File: src/design/pmst_pkg.sv
`default_nettype none
package pmst_pkg;

  localparam int MAX_VERTICES = 16;
  localparam int WEIGHT_BITS  = 16;
  localparam int V_BITS       = $clog2(MAX_VERTICES);
  localparam int CNT_BITS     = $clog2(MAX_VERTICES + 1);
  localparam int ADDR_BITS    = 2 * V_BITS;
  localparam int DEPTH        = MAX_VERTICES * MAX_VERTICES;
  localparam int TOTAL_BITS   = 20;
  localparam logic [TOTAL_BITS-1:0] TOTAL_MAX = '1;

  typedef enum logic [1:0] {
    CMD_LOAD  = 2'd0,
    CMD_RUN   = 2'd1,
    CMD_CLEAR = 2'd2,
    CMD_NOP   = 2'd3
  } cmd_t;

  typedef enum logic [1:0] {
    ST_IDLE,
    ST_SCAN,
    ST_DECIDE,
    ST_SUMMARY
  } state_t;

  localparam logic KIND_EDGE    = 1'b0;
  localparam logic KIND_SUMMARY = 1'b1;

  // Requests from the controller to the adjacency store.
  typedef struct packed {
    logic                   wr_en;
    logic                   clr;
    logic                   rd_en;
    logic [ADDR_BITS-1:0]   wr_addr;
    logic [ADDR_BITS-1:0]   rd_addr;
    logic [WEIGHT_BITS-1:0] wr_weight;
  } adj_req_t;

endpackage
`default_nettype wire

File: src/design/pmst_adj_store.sv
`default_nettype none
module pmst_adj_store (
  input  wire                             clk,
  input  wire                             rst_n,
  input  pmst_pkg::adj_req_t              req,
  output logic                            rd_present,
  output logic [pmst_pkg::WEIGHT_BITS-1:0] rd_weight
);
  import pmst_pkg::*;

  logic [WEIGHT_BITS-1:0] mem [DEPTH];
  logic [DEPTH-1:0]       vld_r;

  // Weight memory, one write and one registered read per cycle.
  always_ff @(posedge clk) begin
    if (req.wr_en) begin
      mem[req.wr_addr] <= req.wr_weight;
    end
    if (req.rd_en) begin
      rd_weight <= mem[req.rd_addr];
    end
  end

  // Presence bits; a clear drops every entry at once.
  always_ff @(posedge clk) begin
    if (!rst_n || req.clr) begin
      vld_r <= '0;
    end else if (req.wr_en) begin
      vld_r[req.wr_addr] <= 1'b1;
    end
  end

  always_ff @(posedge clk) begin
    if (!rst_n) begin
      rd_present <= 1'b0;
    end else if (req.rd_en) begin
      rd_present <= vld_r[req.rd_addr];
    end
  end

endmodule
`default_nettype wire

File: config.mk
export PLATFORM = sky130hd
export DESIGN_NAME = pmst_adj_store
export DESIGN_NICKNAME = d
export VERILOG_FILES = /design/src/design/pmst_pkg.sv /design/src/design/pmst_adj_store.sv
export SDC_FILE = /design/constraint.sdc
export NUM_CORES = 2
export LEC_CHECK = 0
export ABC_AREA = 1
export BUFFER_PORTS_ARGS = -buffer_cell sky130_fd_sc_hd__buf_4
export CORE_MARGIN = 4
export CORE_UTILIZATION = 55
export CTS_CLUSTER_SIZE = 20
export DETAILED_ROUTE_END_ITERATION = 10
export PLACE_DENSITY = 0.7
export SLEW_MARGIN = 30
export SYNTH_ARGS = -nofsm -noshare
export SYNTH_HDL_FRONTEND = slang
export SYNTH_SLANG_ARGS = --single-unit
File: constraint.sdc
create_clock -name clk -period 2.45 [get_ports clk]
set_clock_uncertainty 0.05 [all_clocks]
set_input_delay 0.245 -clock clk [delete_from_list [all_inputs] [get_ports clk]]
set_output_delay 0.245 -clock clk [all_outputs]
set_load 0.01 [all_outputs]
==> reports/qor.yml <==
syn_inst: 14000
fin_area_sq_um: 202000
max_stage_delay_ps: 360
antenna_found_initial: 27
post-route-period-util: 0.992
num_rows: 205
arrival_ps: 3080
hpwl_mm: 315
synth_edf_count: 4112
drive_gt1_frac: 0.130
worstPathCellList: "o21ai_0 > o22ai_1 > nand2_1 > nand3_1 > nand3_1 > buf_4 > nand3_1 > nand3_1 > nand2_1 > nand2_1 > nand2_1"
vdd_drop_max_mv: 0.729
cts-root-buf: "clkbuf_16"
die_w_um: 568
num_vias: 119000
dpl-instance-area_sq_um: 187000
synth_top_area_cell: "edfxtp_1"
gp_congestion: 0.921
max_cap_viol_count: 0
routed_wl_mm: 510
power_density_nw_per_um2: 790
synthTopCellsByArea: "edfxtp_1, nor2_1, o21ai_0"
ant_nets: 0
synth.distinct_cells: 24
start_kind: "flop"
ys_seq_elements: 4369
yosysSeqAreaShare: 0.746
syn2layout_area_growth_pct: 17.0
dr.pass1.iters: 7
status: "finished clean"
synth_common_cells: "edfxtp_1, nor2_1, o21ai_0, nand2_1, nand3_1"
numPortBuffers: 53
syn_nets: 14000
grt_first_pass_wirelength_mm: 743
hold_class: "in2reg"
synthFlopType: "edfxtp_1"
clk_path_buf_depth: 4
drtIter0Drc: 17400
core_area_sq_um: 312000
grt_overflow_total: 0
synth.top_cell.area_share: 0.717
max_freq_ghz: 0.411
critical_path_class: "reg2reg"
io_pins: 54
cp-end-kind: "flop"
nets: 14700
track_usage: 0.309
slew_violations: 0
fin_ws_ps: 18.6
syn_area_sq_um: 172000
crit_slowest_cell: "edfxtp_1"
ys_warn_count: 0
clk_latency_ps: 1010
tritoncts: "done"
ys_async_sr_fraction: 0
clk_pin_slew_ps: 60
initial_core_util: 0.552
place_ws_ps: -836
vias_per_cell: 6.21
path_max_fanout: 1
finalHoldViolations: 0
drc: 0
tightestPinTransition_ps: 969
cp.required_ps: 3100
avgSynthCellArea_sq_um: 12.3
cts_setup_buffers: 0
dieArea_sq_um: 322000
htreeDepth: 5
die_h_um: 568
fin_crit_ps: 2430
grt_pass1_vias: 113000
wl_per_cell_um: 26.6
slew_headroom: 0.354
clock-sinks: 4369
grt_max_degree: 108
finalSetupViolCount: 0
yosysMostFrequentCell: "edfxtp_1"
leakage_nw: 67.5
cts_made_buffers: 429
## cell type report
cell class | instances | area (sq um)
sequential | 4369 | 129000
fill | 22400 | 110000
multi-input combinational | 8529 | 38900
timing repair buffer | 1258 | 14100
clock buffer | 581 | 11900
tap | 4140 | 5180
clock inverter | 226 | 2490
inverter | 91 | 409
antenna | 18 | 45.0
## cells by family (layout without fill, tap and decap cells)
family | count (synthesis) | count (layout) | synth area share
and+or+nand+nor | 5468 | 5468 | 0.128
other | 0 | 18 | 0
DFF | 4369 | 4369 | 0.746
buffers and inverters | 1112 | 2156 | 0.0290
AOI/OAI and AO/OA | 3061 | 3061 | 0.0964
## routing by layer
layer | up-vias | global-route usage | routed length (um)
met4 | 24 | 0.150 | 27300
met3 | 1254 | 0.0687 | 61700
met2 | 7387 | 0.476 | 234000
li1 | 52400 | - | -
met1 | 58200 | 0.420 | 187000
met5 | - | 0 | 394
## critical path: cells and delay by family, from the launching register on
family	cells	cell delay, ps
buffers and inverters	1	170
AOI/OAI and AO/OA	2	300
and+or+nand+nor	8	1290
DFF	1	360
## layout by cell type (no fill, tap or decap), types with 7 or more instances in the layout
cell type         n
diode_2          18
o21ai_1          68
clkbuf_8         46
inv_2            16
dfxtp_1         257
buf_4           857
inv_1            66
clkinv_1         55
edfxtp_1       4112
bufinv_16        36
nor2_2           16
o22ai_1        1008
dlygate4sd3_1    25
clkbuf_16       433
nor2_1         2815
o21ai_0        1964
buf_12          355
nand2_1        1385
clkinvlp_4       13
inv_6             7
buf_8            19
clkinv_2         94
clkinv_16        16
clkbuf_1        102
nand3_2          21
a21oi_1          16
nand3_1        1222
## path summary, 6_finish.rpt
kind,cells past startpoint,endpoint,slack [ps],from
max,11,rd_weight[6],20,mem[250][6]
min,2,mem[125][9],130,req[9]
max reg2reg,11,rd_weight[6],20,mem[250][6]
min reg2reg,2,vld_r[40],420,vld_r[40]
## per-stage QoR
step                 util  instances  setup TNS, ps  hold WS [ps]  power [W]
floorplan               -      14000              0           294     0.0883
global placement    0.599      18400         -10660           398     0.0939
detailed placement  0.599      18400         -10930           408     0.0940
CTS                 0.646      19200              0          85.0      0.159
global route        0.646      19200          -20.1           121      0.163
finish              0.646      19200              0           134      0.159
## sequential cells by signal, summed over array words and instances, names as in the netlist
signal and flops:
rd_weight 16, rd_present 1, mem 4096, vld_r 256
## power by group
| group | leakage (nW) | switching, W | internal, W |
|---|---|---|---|
| clock | 7.01 | 0.0285 | 0.0379 |
| combinational | 21.4 | 0.00770 | 0.00326 |
| sequential | 39.0 | 0.000140 | 0.0817 |
## timing repair
action,CTS,global route
gates cloned,0,0
setup endpoints to repair,4,10
hold buffers,26,0
gates resized for setup,4,25
pin swaps,0,2
hold endpoints to repair,3419,0
No activity file was read; power rests on OpenSTA's default activity.
